File: config.mk
export PLATFORM = sky130hd
export DESIGN_NAME = salsa_ctrl
export DESIGN_NICKNAME = d
export VERILOG_FILES = /design/src/rtl/core/salsa_pkg.sv /design/src/rtl/core/salsa_ctrl.sv
export SDC_FILE = /design/constraint.sdc
export NUM_CORES = 1
export LEC_CHECK = 0
export BUFFER_PORTS_ARGS = -buffer_cell sky130_fd_sc_hd__buf_2
export CORE_AREA = 2 2 39 41
export CTS_BUF_LIST = sky130_fd_sc_hd__clkbuf_2
export CTS_CLUSTER_SIZE = 40
export DETAILED_ROUTE_END_ITERATION = 8
export DIE_AREA = 0 0 41 43
export PLACE_DENSITY = 0.7
export SYNTH_ARGS = -nofsm -noshare
export SYNTH_HDL_FRONTEND = slang
export SYNTH_SLANG_ARGS = --single-unit
File: constraint.sdc
create_clock -name clock -period 2.1 [get_ports clock]
set_input_delay 0.105 -clock clock [delete_from_list [all_inputs] [get_ports clock]]
set_output_delay 0.105 -clock clock [all_outputs]
set_load 0.02 [all_outputs]
File: src/rtl/core/salsa_pkg.sv
// Shared types, constants and helper functions for the Salsa20 stream cipher core.
// No dependencies; salsa_ctrl, salsa_dp and the top level refer to it by scoped names.
package salsa_pkg;

   // Rounds of the core permutation; odd values run one more full double round.
   localparam int Rounds        = 20;
   localparam int DoubleRounds  = (Rounds + 1) / 2;
   localparam int RoundCntWidth = (DoubleRounds > 1) ? $clog2(DoubleRounds) : 1;

   localparam int WordCount = 16;
   localparam int CsrIdxWidth = 3;
   localparam int CsrDataWidth = 64;

   // Register indexes of the configuration port
   localparam logic [CsrIdxWidth-1:0] CsrKeyWord0 = 3'd0;
   localparam logic [CsrIdxWidth-1:0] CsrKeyWord1 = 3'd1;
   localparam logic [CsrIdxWidth-1:0] CsrKeyWord2 = 3'd2;
   localparam logic [CsrIdxWidth-1:0] CsrKeyWord3 = 3'd3;
   localparam logic [CsrIdxWidth-1:0] CsrNonce    = 3'd4;
   localparam logic [CsrIdxWidth-1:0] CsrKeyMode  = 3'd5;

   // Expansion constants: "expand 32-byte k" and "expand 16-byte k"
   localparam logic [31:0] ExpandWord0   = 32'h61707865;
   localparam logic [31:0] ExpandWord15  = 32'h6b206574;
   localparam logic [31:0] Sigma5        = 32'h3320646e;
   localparam logic [31:0] Sigma10       = 32'h79622d32;
   localparam logic [31:0] Tau5          = 32'h3120646e;
   localparam logic [31:0] Tau10         = 32'h79622d36;

   typedef logic [31:0] word_type;
   typedef word_type [WordCount-1:0] block_type;

   // Commands from the controller to the datapath
   typedef struct packed {
      logic       load;     // build the initial block, copy it to the work words
      logic       step;     // one quarter-round step on all four quarters
      logic       row;      // 0: column round, 1: row round
      logic [1:0] qstep;    // which of the four quarter-round lines
      logic       finish;   // add the initial block back in
      logic       take;     // accept a request byte and register its result
   } cmd_type;

   // Status from the datapath to the controller
   typedef struct packed {
      logic pos_zero;       // byte count sits on a 64-byte boundary
   } sts_type;

   // Word index of position pos (a, b, c, d) in quarter-round quarter.
   // Column: (5q + 4p) mod 16. Row: 4q + ((q + p) mod 4).
   function automatic logic [3:0] word_index(input logic row, input logic [1:0] quarter,
                                             input logic [1:0] pos);
      logic [3:0] col_idx;
      logic [1:0] lane;
      col_idx = ({2'b00, quarter} << 2) + {2'b00, quarter} + {pos, 2'b00};
      lane    = quarter + pos;
      return row ? {quarter, lane} : col_idx;
   endfunction

   // Rotate left by 7, 9, 13 or 18 for the four quarter-round lines
   function automatic word_type rotate_step(input word_type v, input logic [1:0] s);
      word_type r;
      unique case (s)
         2'd0:    r = {v[24:0], v[31:25]};
         2'd1:    r = {v[22:0], v[31:23]};
         2'd2:    r = {v[18:0], v[31:19]};
         default: r = {v[13:0], v[31:14]};
      endcase
      return r;
   endfunction

endpackage

File: src/rtl/core/salsa_ctrl.sv
// Controller of the Salsa20 core: block generation sequence and request/response handshake.
// Depends on salsa_pkg.
module salsa_ctrl (
   input  logic               clock,
   input  logic               reset,
   input  logic               req_valid,
   output logic               req_ready,
   output logic               rsp_valid,
   input  logic               rsp_ready,
   input  salsa_pkg::sts_type sts,
   output salsa_pkg::cmd_type cmd
);

   localparam logic [1:0] StIdle   = 2'd0;
   localparam logic [1:0] StRound  = 2'd1;
   localparam logic [1:0] StFinish = 2'd2;

   logic [1:0] state_ff, state_in;
   logic [2:0] step_ff, step_in;
   logic [salsa_pkg::RoundCntWidth-1:0] dround_ff, dround_in;
   logic fresh_ff, fresh_in;
   logic rsp_valid_ff, rsp_valid_in;
   logic slot_free;

   assign slot_free = !rsp_valid_ff || rsp_ready;
   assign req_ready = (state_ff == StIdle) && (fresh_ff || !sts.pos_zero) && slot_free;
   assign rsp_valid = rsp_valid_ff;

   always_comb begin
      cmd        = '0;
      cmd.row    = step_ff[2];
      cmd.qstep  = step_ff[1:0];
      cmd.take   = req_valid && req_ready;
      state_in   = state_ff;
      step_in    = step_ff;
      dround_in  = dround_ff;
      fresh_in   = fresh_ff;
      unique case (state_ff)
         StIdle: begin
            if (req_valid && sts.pos_zero && !fresh_ff) begin
               cmd.load  = 1'b1;
               step_in   = '0;
               dround_in = '0;
               state_in  = StRound;
            end
         end
         StRound: begin
            cmd.step = 1'b1;
            step_in  = step_ff + 3'd1;
            if (step_ff == 3'd7) begin
               if (dround_ff == salsa_pkg::RoundCntWidth'(salsa_pkg::DoubleRounds - 1)) begin
                  state_in = StFinish;
               end else begin
                  dround_in = dround_ff + salsa_pkg::RoundCntWidth'(1);
               end
            end
         end
         StFinish: begin
            cmd.finish = 1'b1;
            fresh_in   = 1'b1;
            state_in   = StIdle;
         end
         default: begin
            state_in = StIdle;
         end
      endcase
      if (cmd.take) begin
         fresh_in = 1'b0;
      end
   end

   always_comb begin
      rsp_valid_in = rsp_valid_ff;
      if (cmd.take) begin
         rsp_valid_in = 1'b1;
      end else if (rsp_ready) begin
         rsp_valid_in = 1'b0;
      end
   end

   always_ff @(posedge clock) begin
      if (reset) begin
         state_ff     <= StIdle;
         step_ff      <= '0;
         dround_ff    <= '0;
         fresh_ff     <= 1'b0;
         rsp_valid_ff <= 1'b0;
      end else begin
         state_ff     <= state_in;
         step_ff      <= step_in;
         dround_ff    <= dround_in;
         fresh_ff     <= fresh_in;
         rsp_valid_ff <= rsp_valid_in;
      end
   end

   // Requests are only taken while no block is being generated
   assert property (@(posedge clock) disable iff (reset) req_ready |-> state_ff == StIdle)
      else $error("request accepted during block generation");

   // A byte on a block boundary needs a freshly generated block
   assert property (@(posedge clock) disable iff (reset)
                    (cmd.take && sts.pos_zero) |-> fresh_ff)
      else $error("boundary byte taken without a new block");

   // A fresh block comes only out of the final add
   assert property (@(posedge clock) disable iff (reset)
                    $rose(fresh_ff) |-> $past(state_ff) == StFinish)
      else $error("block marked fresh outside the final add");

   // Generation starts only on a boundary with a request waiting
   assert property (@(posedge clock) disable iff (reset)
                    cmd.load |-> (sts.pos_zero && !fresh_ff && req_valid))
      else $error("block generation started off a boundary");

endmodule

==> flow_metrics.py <==
metrics = {
    "status": {
        "status": "completed",
    },
    "clock_tree": {
        "clk_latency_ps": 260,
        "ctsResizeCount": 0,
        "cts_setup_buffers": 0,
        "path_clk_slew_ps": 120,
        "htree_levels": 1,
        "clk_path_buf_depth": 2,
        "numCtsBuffers": 3,
        "hold_buffers": 0,
        "cts.sinks": 11,
        "cts_tree": "built",
        "clock-root-buffer": "clkbuf_2",
    },
    "worst_setup_path": {
        "ff2ff_setup_slack_ps": 610,
        "worst_setup_path_end_kind": "output port",
        "critPathRequiredTime_ps": 2000,
        "cp-start-kind": "register",
        "crit_arrival_ps": 1460,
        "critical_path.max_fanout": 6,
        "path_class": "reg2out",
    },
    "synthesis": {
        "synth_top_family_by_area": "simple AND/OR/NAND/NOR gates",
        "synth-warning-count": 0,
        "synthCells": 63,
        "syn_nets": 72,
        "synth-simple-area-share": 0.3272,
        "postSynthAreaPerCell_um2": 9.771,
        "synthAdderAreaFrac": 0.08130,
        "synthMuxAreaShare": 0.01626,
        "synth_area_um2": 615.6,
        "synth-seq-area-share": 0.3577,
        "ys_seq_elements": 11,
        "synth_compound_area_frac": 0.1687,
        "ys_types": 29,
        "synth_xor_area_frac": 0,
    },
    "sta": {
        "setup_viol": 0,
        "rsz0062_at_grt": "no",
        "worst_hold_slack_ps": 138.6,
        "tns_ps": 0,
        "fin_crit_sh": 0.7452,
        "hold_viol_final": 0,
        "tightest_slew_ps": 422.3,
        "slew_headroom": 0.7163,
        "maxSlewViolCount": 0,
        "min_period_ps": 1565,
        "fin_worst_skew_ps": 13.98,
        "fmax_ghz": 0.6390,
    },
    "routing": {
        "routed_wl_um": 1163,
        "postRouteAntennaNets": 0,
        "vias": 497,
        "top_layer": "met3",
        "wl_per_cell_um": 12.51,
        "vias_per_cell": 5.344,
        "drt-met1-wl_um": 540,
        "first_iter_violations": 5,
        "wl_met3_um": 58,
        "first_pass_iters": 4,
        "drc_errors": 0,
        "dr_wl_met2_um": 563,
    },
    "place": {
        "postPlaceCellArea_um2": 681.9,
        "place_congestion": 0.7463,
        "io_buffers": 13,
        "dp_hpwl_um": 861.6,
    },
    "global_routing": {
        "grt_overflow": 0,
        "track_usage": 0.1702,
        "grt_pass1_wl_um": 1980,
        "antenna_found_initial": 0,
        "grt_max_degree": 14,
        "grt_pass1_vias": 460,
    },
    "floorplan": {
        "dieArea_um2": 1763,
        "core_um2": 1384,
        "ios": 14,
        "die_w_um": 41,
        "rows": 14,
        "die_y_um": 43,
        "initial_core_util": 0.4448,
    },
    "layout": {
        "final_layout_size_suffix_gt1_frac": 0.3247,
        "diodes": 0,
        "stdcell_area_um2": 701.9,
        "fill_cells": 152,
        "nNetsFinal": 87,
        "syn2layout_area_growth_pct": 14.02,
    },
    "power": {
        "power_density_nw_per_um2": 571.3,
        "finalPower_mw": 0.4010,
        "p_leak_nw": 0.3459,
        "ir_drop_mv": 0.3425,
    },
    "run": {
        "max_cap_viol_count": 0,
    },
    "hold_path": {
        "hold_class": "in2reg",
    },
}
## per-layer routing
| metal | global-route usage | vias to the layer above |
|---|---|---|
| met1 | 0.2119 | 230 |
| met5 | 0 | - |
| met3 | 0.06806 | 0 |
| li1 | - | 255 |
| met4 | 0.1000 | 0 |
| met2 | 0.2375 | 12 |
## per-stage QoR
| step | instances | setup slack, ps | utilization |
|---|---|---|---|
| 3_5_place_dp | 89 | 620.9 | 0.4928 |
| 3_3_place_gp | 89 | 663.4 | 0.4928 |
| 2_1_floorplan | 63 | 557.3 | - |
| 4_1_cts | 93 | 519.6 | 0.5072 |
| 6_report | 93 | 535.1 | 0.5072 |
| 5_1_grt | 93 | 441.7 | 0.5072 |
## power by group
group          internal, mW  total (mW)  switching, mW  leakage [nW]
registers             0.213       0.218        0.00454        0.0891
clock network        0.0505       0.123         0.0721        0.0166
logic                0.0250      0.0609         0.0358         0.240
## worst max-delay path, stage by stage (launching register included)
cell     delay (ps)
dfxtp_1         380
or2_4           300
nor4b_4         310
buf_2           220
## synthesized netlist by cell type (all sizes together)
master	count	area share
o22ai	1	0.010
o21ba	2	0.033
a311oi	2	0.028
nand2b	7	0.071
nor4b	1	0.039
buf	2	0.024
and2b	3	0.043
or4	1	0.012
and3	1	0.010
dfxtp	11	0.36
o22a	1	0.016
clkbuf	1	0.0061
and3b	1	0.014
mux2i	1	0.016
inv	3	0.018
nand2	3	0.018
nand3	1	0.0081
nand3b	2	0.045
nor2	3	0.018
o21ai	1	0.0081
a41oi	1	0.014
nor3	3	0.024
ha	4	0.081
o2bb2ai	3	0.043
nor2b	1	0.010
or2	1	0.014
a21oi	2	0.016
## sequential cells by signal, indices dropped and copies added (netlist names)
register / cells
dround_ff: 4
step_ff: 3
fresh_ff: 1
state_ff: 2
rsp_valid: 1
## logic make-up after synthesis
group                      Yosys count
and+or+nand+nor                     28
AOI/OAI and AO/OA                   13
DFF                                 11
buffers and inverters                6
adders and majority gates            4
muxes                                1
## final cells by class
class                           count  area, um2  area share
Clock buffer                        4      20.02     0.02852
Sequential cell                    11      220.2      0.3137
Timing Repair Buffer               13      65.06     0.09269
Multi-Input combinational cell     46      365.4      0.5205
Inverter                            3      11.26     0.01604
Tap cell                           16      20.02     0.02852
## placed cells by master, fill, tap and decap left out, drive strengths merged, types with 2 or more instances in the layout
cell	n
o2bb2ai	3
a311oi	2
buf	13
nor2	3
and2b	3
nand2	3
nand2b	7
nand3b	2
clkbuf	4
o21ba	2
ha	4
dfxtp	11
inv	3
a21oi	2
nor3	3
## worst paths after layout
check / startpoint / to / cells after the start
worst max-delay path: state_ff[1] / cmd[0] / 3
worst min-delay path: reset / dround_ff[3] / 2
worst max register to register: step_ff[0] / dround_ff[0] / 5
worst min register to register: step_ff[1] / step_ff[1] / 2
Note: power is estimated with default switching activity, not from simulation.
